File: src/rtl/cmot_pkg.sv
package cmot_pkg;

  // Function codes of an input transaction
  typedef enum logic [1:0] {
    FUNC_TICK    = 2'd0,
    FUNC_REFRESH = 2'd1,
    FUNC_LOAD    = 2'd2
  } func_e;

  // Count and field widths
  localparam int unsigned CNT_W     = 14;
  localparam int unsigned LOAD_W    = 13;
  localparam int unsigned MAG_W     = 14;
  localparam int unsigned QUO60_W   = 9;
  localparam int unsigned MINS_W    = 8;
  localparam int unsigned SECS_W    = 6;
  localparam int unsigned DIGIT_W   = 4;
  localparam int unsigned SEC_TENS_W = 3;

  // Count at or below which overtime stops the timer (magnitude past 599)
  localparam logic signed [CNT_W-1:0] COUNT_STOP = -14'sd600;

  // Constant division by 60: multiply, shift, then one correction step
  localparam int unsigned SEC_PER_MIN  = 60;
  localparam int unsigned DIV60_MUL    = 1092;
  localparam int unsigned DIV60_MUL_W  = 11;
  localparam int unsigned DIV60_SHIFT  = 16;

  // Constant division by 10, exact for values below 1029
  localparam int unsigned DIGIT_BASE   = 10;
  localparam int unsigned DIV10_MUL    = 205;
  localparam int unsigned DIV10_MUL_W  = 8;
  localparam int unsigned DIV10_SHIFT  = 11;

  // Per-result flags carried down the pipeline
  typedef struct packed {
    logic minus_shown;
    logic colon_on;
    logic counted;
    logic overtime;
    logic running;
  } flags_t;

endpackage

File: src/rtl/cmot_exec.sv
module cmot_exec (
  input  logic                              clk_i,
  input  logic                              rst_ni,
  input  logic                              en_i,
  input  logic                              valid_i,
  input  logic [1:0]                        func_i,
  input  logic [cmot_pkg::LOAD_W-1:0]       load_seconds_i,
  input  logic                              load_enable_i,
  input  logic                              channel_busy_i,
  output cmot_pkg::flags_t                  flags_o,
  output logic [cmot_pkg::MAG_W-1:0]        mag_o
);

  logic [cmot_pkg::CNT_W-1:0] cnt_q, cnt_d, cnt_dec;
  logic                       run_q, run_d;
  logic                       refr_q, refr_d;
  logic                       colon_q, colon_d;
  cmot_pkg::flags_t           flags_d, flags_q;
  logic [cmot_pkg::MAG_W-1:0] mag_d, mag_q;
  logic                       fire;

  assign fire    = en_i & valid_i;
  assign cnt_dec = cnt_q - cmot_pkg::CNT_W'(1);

  // Apply one transaction to the timer state
  always_comb begin
    cnt_d   = cnt_q;
    run_d   = run_q;
    refr_d  = refr_q;
    colon_d = colon_q;
    flags_d = '0;
    mag_d   = '0;
    case (func_i)
      cmot_pkg::FUNC_TICK: begin
        // count only once per refresh
        if (refr_q) begin
          if (run_q && !channel_busy_i) begin
            cnt_d           = cnt_dec;
            flags_d.counted = 1'b1;
            if (cnt_dec[cmot_pkg::CNT_W-1]) begin
              flags_d.overtime = 1'b1;
              if ($signed(cnt_dec) <= cmot_pkg::COUNT_STOP) begin
                run_d = 1'b0;
              end
            end
          end
          refr_d = 1'b0;
        end
      end
      cmot_pkg::FUNC_REFRESH: begin
        flags_d.minus_shown = cnt_q[cmot_pkg::CNT_W-1];
        mag_d = cnt_q[cmot_pkg::CNT_W-1] ? (~cnt_q + cmot_pkg::CNT_W'(1)) : cnt_q;
        // first refresh after a tick re-arms the colon, so it shows on
        colon_d          = refr_q ? ~colon_q : 1'b1;
        refr_d           = 1'b1;
        flags_d.colon_on = colon_d;
      end
      cmot_pkg::FUNC_LOAD: begin
        cnt_d = {1'b0, load_seconds_i};
        run_d = load_enable_i;
      end
      default: begin
      end
    endcase
    flags_d.running = run_d;
  end

  // Hold timer state between transactions
  always_ff @(posedge clk_i or negedge rst_ni) begin
    if (!rst_ni) begin
      cnt_q   <= '0;
      run_q   <= 1'b0;
      refr_q  <= 1'b0;
      colon_q <= 1'b0;
    end else if (fire) begin
      cnt_q   <= cnt_d;
      run_q   <= run_d;
      refr_q  <= refr_d;
      colon_q <= colon_d;
    end
  end

  // Register the stage result
  always_ff @(posedge clk_i) begin
    if (en_i) begin
      flags_q <= flags_d;
      mag_q   <= mag_d;
    end
  end

  assign flags_o = flags_q;
  assign mag_o   = mag_q;

endmodule

File: src/rtl/cmot_div60.sv
module cmot_div60 (
  input  logic                              clk_i,
  input  logic                              en_a_i,
  input  logic                              en_b_i,
  input  cmot_pkg::flags_t                  flags_i,
  input  logic [cmot_pkg::MAG_W-1:0]        mag_i,
  output cmot_pkg::flags_t                  flags_o,
  output logic [cmot_pkg::MINS_W-1:0]       mins_o,
  output logic [cmot_pkg::SECS_W-1:0]       secs_o
);

  localparam int unsigned PROD_W = cmot_pkg::MAG_W + cmot_pkg::DIV60_MUL_W;
  localparam int unsigned REM_W  = cmot_pkg::MAG_W + 1;

  logic [PROD_W-1:0]                prod;
  logic [cmot_pkg::QUO60_W-1:0]     quo_d, quo_q;
  logic [cmot_pkg::MAG_W-1:0]       mag_q;
  cmot_pkg::flags_t                 flags_a_q, flags_b_q;
  logic [REM_W-1:0]                 back, rem;
  logic [cmot_pkg::MINS_W-1:0]      mins_d, mins_q;
  logic [cmot_pkg::SECS_W-1:0]      secs_d, secs_q;

  // Estimate the quotient from below, off by at most one
  assign prod  = PROD_W'(mag_i) * PROD_W'(cmot_pkg::DIV60_MUL);
  assign quo_d = prod[cmot_pkg::DIV60_SHIFT +: cmot_pkg::QUO60_W];

  always_ff @(posedge clk_i) begin
    if (en_a_i) begin
      quo_q     <= quo_d;
      mag_q     <= mag_i;
      flags_a_q <= flags_i;
    end
  end

  // Form the remainder and correct the estimate once
  assign back = REM_W'(quo_q) * REM_W'(cmot_pkg::SEC_PER_MIN);
  assign rem  = REM_W'(mag_q) - back;

  always_comb begin
    if (rem >= REM_W'(cmot_pkg::SEC_PER_MIN)) begin
      mins_d = cmot_pkg::MINS_W'(quo_q + cmot_pkg::QUO60_W'(1));
      secs_d = cmot_pkg::SECS_W'(rem - REM_W'(cmot_pkg::SEC_PER_MIN));
    end else begin
      mins_d = cmot_pkg::MINS_W'(quo_q);
      secs_d = cmot_pkg::SECS_W'(rem);
    end
  end

  always_ff @(posedge clk_i) begin
    if (en_b_i) begin
      mins_q    <= mins_d;
      secs_q    <= secs_d;
      flags_b_q <= flags_a_q;
    end
  end

  assign flags_o = flags_b_q;
  assign mins_o  = mins_q;
  assign secs_o  = secs_q;

endmodule

File: src/rtl/cmot_digits.sv
module cmot_digits (
  input  logic                              clk_i,
  input  logic                              en_i,
  input  cmot_pkg::flags_t                  flags_i,
  input  logic [cmot_pkg::MINS_W-1:0]       mins_i,
  input  logic [cmot_pkg::SECS_W-1:0]       secs_i,
  output cmot_pkg::flags_t                  flags_o,
  output logic [cmot_pkg::DIGIT_W-1:0]      min_tens_o,
  output logic [cmot_pkg::DIGIT_W-1:0]      min_units_o,
  output logic [cmot_pkg::SEC_TENS_W-1:0]   sec_tens_o,
  output logic [cmot_pkg::DIGIT_W-1:0]      sec_units_o
);

  localparam int unsigned MPROD_W = cmot_pkg::MINS_W + cmot_pkg::DIV10_MUL_W;
  localparam int unsigned SPROD_W = cmot_pkg::SECS_W + cmot_pkg::DIV10_MUL_W;
  localparam int unsigned MQ_W    = MPROD_W - cmot_pkg::DIV10_SHIFT;
  localparam int unsigned SQ_W    = SPROD_W - cmot_pkg::DIV10_SHIFT;

  logic [MPROD_W-1:0]                 mprod;
  logic [SPROD_W-1:0]                 sprod;
  logic [MQ_W-1:0]                    mq;
  logic [SQ_W-1:0]                    sq;
  logic [cmot_pkg::MINS_W-1:0]        mu;
  logic [cmot_pkg::SECS_W-1:0]        su;
  cmot_pkg::flags_t                   flags_q;
  logic [cmot_pkg::DIGIT_W-1:0]       mt_q, mu_q, su_q;
  logic [cmot_pkg::SEC_TENS_W-1:0]    st_q;

  // Split minutes and seconds into tens and units
  assign mprod = MPROD_W'(mins_i) * MPROD_W'(cmot_pkg::DIV10_MUL);
  assign sprod = SPROD_W'(secs_i) * SPROD_W'(cmot_pkg::DIV10_MUL);
  assign mq    = mprod[MPROD_W-1:cmot_pkg::DIV10_SHIFT];
  assign sq    = sprod[SPROD_W-1:cmot_pkg::DIV10_SHIFT];
  assign mu    = mins_i - cmot_pkg::MINS_W'(mq) * cmot_pkg::MINS_W'(cmot_pkg::DIGIT_BASE);
  assign su    = secs_i - cmot_pkg::SECS_W'(sq) * cmot_pkg::SECS_W'(cmot_pkg::DIGIT_BASE);

  // Register the result; minus sign takes the place of minute tens
  always_ff @(posedge clk_i) begin
    if (en_i) begin
      flags_q <= flags_i;
      mt_q    <= flags_i.minus_shown ? '0 : cmot_pkg::DIGIT_W'(mq);
      mu_q    <= cmot_pkg::DIGIT_W'(mu);
      st_q    <= cmot_pkg::SEC_TENS_W'(sq);
      su_q    <= cmot_pkg::DIGIT_W'(su);
    end
  end

  assign flags_o     = flags_q;
  assign min_tens_o  = mt_q;
  assign min_units_o = mu_q;
  assign sec_tens_o  = st_q;
  assign sec_units_o = su_q;

endmodule

File: src/rtl/countdown_mmss_overtime_timer.sv
// Seconds countdown timer with overtime and an mm:ss digit readout. Send a
// load transaction to set the count and run enable, a tick once per second
// and a refresh to read the digits; each transaction yields one result. One
// transaction is taken per clock cycle when no stage stalls, and its result
// passes in order through an input register, the state update stage (count,
// enable, colon phase, all read and written in that stage), two stages of
// the divide by 60 and the digit split stage that is also the output
// register. Every stage moves on when the one after it is empty or moving,
// so a stall on the output holds back the full stages before it.
module countdown_mmss_overtime_timer (
  input  logic                              clk_i,
  input  logic                              rst_ni,
  input  logic                              in_valid_i,
  output logic                              in_ready_o,
  input  logic [1:0]                        func_i,
  input  logic [cmot_pkg::LOAD_W-1:0]       load_seconds_i,
  input  logic                              load_enable_i,
  input  logic                              channel_busy_i,
  output logic                              out_valid_o,
  input  logic                              out_ready_i,
  output logic [cmot_pkg::DIGIT_W-1:0]      min_tens_o,
  output logic [cmot_pkg::DIGIT_W-1:0]      min_units_o,
  output logic [cmot_pkg::SEC_TENS_W-1:0]   sec_tens_o,
  output logic [cmot_pkg::DIGIT_W-1:0]      sec_units_o,
  output logic                              minus_shown_o,
  output logic                              colon_on_o,
  output logic                              counted_o,
  output logic                              overtime_o,
  output logic                              running_o
);

  logic                         v_in_q, v_ex_q, v_a_q, v_b_q, v_out_q;
  logic                         en_in, en_ex, en_a, en_b, en_out;
  logic [1:0]                   func_q;
  logic [cmot_pkg::LOAD_W-1:0]  load_seconds_q;
  logic                         load_enable_q;
  logic                         channel_busy_q;
  cmot_pkg::flags_t             flags_ex, flags_b, flags_out;
  logic [cmot_pkg::MAG_W-1:0]   mag_ex;
  logic [cmot_pkg::MINS_W-1:0]  mins_b;
  logic [cmot_pkg::SECS_W-1:0]  secs_b;

  // Advance a stage when the next one is empty or advancing
  assign en_out     = ~v_out_q | out_ready_i;
  assign en_b       = ~v_b_q | en_out;
  assign en_a       = ~v_a_q | en_b;
  assign en_ex      = ~v_ex_q | en_a;
  assign en_in      = ~v_in_q | en_ex;
  assign in_ready_o = en_in;

  // Track which stages hold a transaction
  always_ff @(posedge clk_i or negedge rst_ni) begin
    if (!rst_ni) begin
      v_in_q  <= 1'b0;
      v_ex_q  <= 1'b0;
      v_a_q   <= 1'b0;
      v_b_q   <= 1'b0;
      v_out_q <= 1'b0;
    end else begin
      if (en_in)  v_in_q  <= in_valid_i;
      if (en_ex)  v_ex_q  <= v_in_q;
      if (en_a)   v_a_q   <= v_ex_q;
      if (en_b)   v_b_q   <= v_a_q;
      if (en_out) v_out_q <= v_b_q;
    end
  end

  // Capture the input transaction
  always_ff @(posedge clk_i) begin
    if (en_in) begin
      func_q         <= func_i;
      load_seconds_q <= load_seconds_i;
      load_enable_q  <= load_enable_i;
      channel_busy_q <= channel_busy_i;
    end
  end

  cmot_exec u_exec (
    .clk_i          (clk_i),
    .rst_ni         (rst_ni),
    .en_i           (en_ex),
    .valid_i        (v_in_q),
    .func_i         (func_q),
    .load_seconds_i (load_seconds_q),
    .load_enable_i  (load_enable_q),
    .channel_busy_i (channel_busy_q),
    .flags_o        (flags_ex),
    .mag_o          (mag_ex)
  );

  cmot_div60 u_div60 (
    .clk_i   (clk_i),
    .en_a_i  (en_a),
    .en_b_i  (en_b),
    .flags_i (flags_ex),
    .mag_i   (mag_ex),
    .flags_o (flags_b),
    .mins_o  (mins_b),
    .secs_o  (secs_b)
  );

  cmot_digits u_digits (
    .clk_i       (clk_i),
    .en_i        (en_out),
    .flags_i     (flags_b),
    .mins_i      (mins_b),
    .secs_i      (secs_b),
    .flags_o     (flags_out),
    .min_tens_o  (min_tens_o),
    .min_units_o (min_units_o),
    .sec_tens_o  (sec_tens_o),
    .sec_units_o (sec_units_o)
  );

  assign out_valid_o   = v_out_q;
  assign minus_shown_o = flags_out.minus_shown;
  assign colon_on_o    = flags_out.colon_on;
  assign counted_o     = flags_out.counted;
  assign overtime_o    = flags_out.overtime;
  assign running_o     = flags_out.running;

endmodule

File: config.mk
export PLATFORM = sky130hd
export DESIGN_NAME = countdown_mmss_overtime_timer
export DESIGN_NICKNAME = d
export VERILOG_FILES = /design/src/rtl/cmot_pkg.sv /design/src/rtl/cmot_exec.sv /design/src/rtl/cmot_div60.sv /design/src/rtl/cmot_digits.sv /design/src/rtl/countdown_mmss_overtime_timer.sv
export SDC_FILE = /design/constraint.sdc
export NUM_CORES = 1
export LEC_CHECK = 0
export BUFFER_PORTS_ARGS = -buffer_cell sky130_fd_sc_hd__buf_2
export CORE_MARGIN = 10
export CORE_UTILIZATION = 61
export DETAILED_ROUTE_END_ITERATION = 8
export GPL_TIMING_DRIVEN = 0
export HOLD_SLACK_MARGIN = 0.05
export PLACE_DENSITY = 0.82
export SYNTH_ARGS = -nofsm -noshare
export SYNTH_HDL_FRONTEND = slang
export SYNTH_SLANG_ARGS = --single-unit
export TNS_END_PERCENT = 100
File: constraint.sdc
create_clock -name clk_i -period 6.9 [get_ports clk_i]
set_input_delay 0.69 -clock clk_i [delete_from_list [all_inputs] [get_ports clk_i]]
set_output_delay 0.69 -clock clk_i [all_outputs]
set_load 0.1 [all_outputs]
==> out/metrics.cfg <==
[outcome]
status = complete, no violations

[synth]
yosysWarnings = 0
ys_seq_area_share_pct = 38.8
synth_async_sr_flop_share_pct = 17.6
syn_area_per_cell_sq_um = 10.8
yosys_most_used_dff = edfxtp_1
ys_ff_latch = 125
yosysUniqueCellTypes = 67
netlist_area_sq_mm = 0.00940
syn_nets = 1075
postSynthCellCount = 869
synth_edf_count = 103

[clock_tree]
clock_latency_ns = 0.42
cts_sinks = 125
cts_buffers = 17
path_clk_slew_ns = 0.06
post_cts_buffers = 0
cts_tree = done
htreeDepth = 4
clk_path_buf_depth = 2
ctsHoldBuffers = 0
cts_resized = 0
root_buffer = clkbuf_16

[sta]
fin_crit_ns = 6.12
hold_violations = 0
rsz0062_at_grt = false
max_freq_mhz = 163
finalSetupViolCount = 0
skew_ns = 0.00746
tightest_slew_ns = 1.05
tns_ns = 0
drv_slew = 0
period_share_pct = 88.7
relSlewSlack_pct = 30.1

[layout]
final_common_cell = ha_1
layout-drive-gt1-share_pct = 10.6
fin_nets = 1136
final_cell_mix = ha_1, inv_1, edfxtp_1
final_core_utilization_pct = 68.6
fin_area_sq_mm = 0.0104
antenna_cells = 0
syn2layout_area_growth_pct = 10.5

[placement]
gp_congestion = 0.905
dp_hpwl_mm = 13.3
port_buffers = 42
postPlaceCellArea_sq_mm = 0.00984

[run]
drv_cap = 0

[die]
die-area_sq_mm = 0.0208
core_sq_mm = 0.0151
die_y_microns = 144
num_io_pins = 43
rows = 45
start_util_pct = 62.1
fp.dieW_microns = 144

[global_route]
grt.total_usage_pct = 18.2
grt_max_degree = 30
antenna_found_initial = 0
grt_pass1_vias = 6560
grt-ovfl-total = 0
grt_pass1_wl_mm = 30.4

[min_path]
holdCritPathClass = in2async

[route]
via_per_inst = 5.57
dr.pass1.iters = 5
drt-wirelength-per-cell_microns = 15.3
drcViolationCount = 0
routed-via-count = 6303
drtIter0Drc = 346
ant_nets = 0
routed_wl_mm = 17.3

[worst_setup_path]
cp_max_fo = 9
critPathLaunchType = register
critPathKind = reg2reg
worstPathArrival_ns = 6.29
cp_data_required_time_ns = 7.07
cp-end-kind = register

==> critical path: stages, from the launching register on <==
cell       delay (ns)
edfxtp_1         0.60
fa_1             0.67
xor2_1           0.24
ha_1             0.29
ha_1             0.27
a31o_2           0.20
a21oi_1          0.20
nor2b_1          0.07
o21a_1           0.18
o21a_1           0.16
o21ai_0          0.22
nand2b_1         0.11
xnor2_1          0.20
ha_1             0.32
o21ai_0          0.26
nor3_1           0.09
a2111oi_2        0.23
o211ai_1         0.15
a2111oi_0        0.37
nand3_1          0.42
nor2_4           0.28
mux2_1           0.34
==> stage by stage <==
step / hold slack, ns / setup slack, ns / cells
floorplan: 0.394 / 1.63 / 869
global placement: 0.401 / 0.865 / 1099
detailed placement: 0.405 / 0.864 / 1099
CTS: 0.265 / 0.832 / 1131
global route: 0.285 / 0.412 / 1131
finish: 0.259 / 0.776 / 1131
==> worst paths after layout <==
path                                         from                    to  slack [ns]  cells past startpoint
min in group clk_i              u_exec.flags_o[1]  u_div60.flags_a_q[1]        0.42                      0
worst max-delay path             u_div60.quo_q[0]     u_div60.secs_o[3]        0.78                     21
max in group asynchronous                  rst_ni          u_exec.run_q        6.26                      1
worst max register to register   u_div60.quo_q[0]     u_div60.secs_o[3]        0.78                     21
worst min register to register  u_exec.flags_o[1]  u_div60.flags_a_q[1]        0.42                      0
worst min-delay path                       rst_ni      u_exec.cnt_q[10]        0.26                      1
==> per-layer routing <==
metal	GRT usage (%)	part of all wire, %
met1	22.9	45
met2	30.9	49
met3	3.05	4.2
met4	6.28	1.5
met5	0	0
==> cells in the mapped netlist, types with 4 or more instances <==
master,count,area share (%)
o21ai_0,19,1.0
a31o_2,4,0.37
xnor2_1,37,3.4
ha_1,146,19
a21o_1,7,0.56
o21ai_1,4,0.21
xor2_1,20,1.9
a21oi_1,48,2.6
or3_1,5,0.33
nor2_1,57,2.3
a31oi_1,4,0.27
nand3_1,12,0.64
o2111ai_1,4,0.37
nand2b_1,16,1.1
mux2i_1,9,0.96
fa_1,39,8.3
nand2_1,54,2.2
or2_2,5,0.33
nand4_1,5,0.33
nor2b_1,9,0.60
o211ai_1,7,0.56
inv_1,123,4.9
edfxtp_1,103,33
clkbuf_1,13,0.52
nor3_1,18,0.96
dfrtp_1,22,5.9
a211oi_1,5,0.40
o22ai_1,12,0.80
o21a_1,11,0.88
==> state kept, by name, indices dropped and copies added (netlist names), 2 cells and up <==
name,count
u_digits.sec_units_o,4
u_digits.flags_o,5
u_digits.min_tens_o,4
u_digits.min_units_o,4
u_div60.flags_o,5
u_div60.mag_q,14
u_div60.secs_o,6
u_exec.cnt_q,14
u_exec.flags_o,5
load_seconds_q,13
u_digits.sec_tens_o,3
u_div60.mins_o,8
u_div60.quo_q,9
u_div60.flags_a_q,5
func_q,2
u_exec.mag_o,14
==> cell type report <==
class / instances / area, sq um
flip-flops and latches: 125 / 3640
fillers: 1088 / 4760
inverters: 123 / 462
multi-input cells: 603 / 5210
well taps: 188 / 235
clock inverters: 15 / 111
plain buffers: 18 / 87.6
clock buffers: 17 / 425
repair buffers: 42 / 210
==> kinds of logic (layout without fill, tap and decap cells) <==
kind of cell    count (synthesis)  after routing  synth area share, %
simple gates                  203            203                 10.9
fa+ha+maj                     185            185                 27.7
compound gates                146            146                 10.0
buf+inv                       141            215                 5.84
flops                         125            125                 38.8
xor+xnor                       58             58                 5.48
mux                            11             11                 1.20
Power is not shown: default switching activity piles up to over one toggle a cycle in this logic, so the estimate is an artifact.
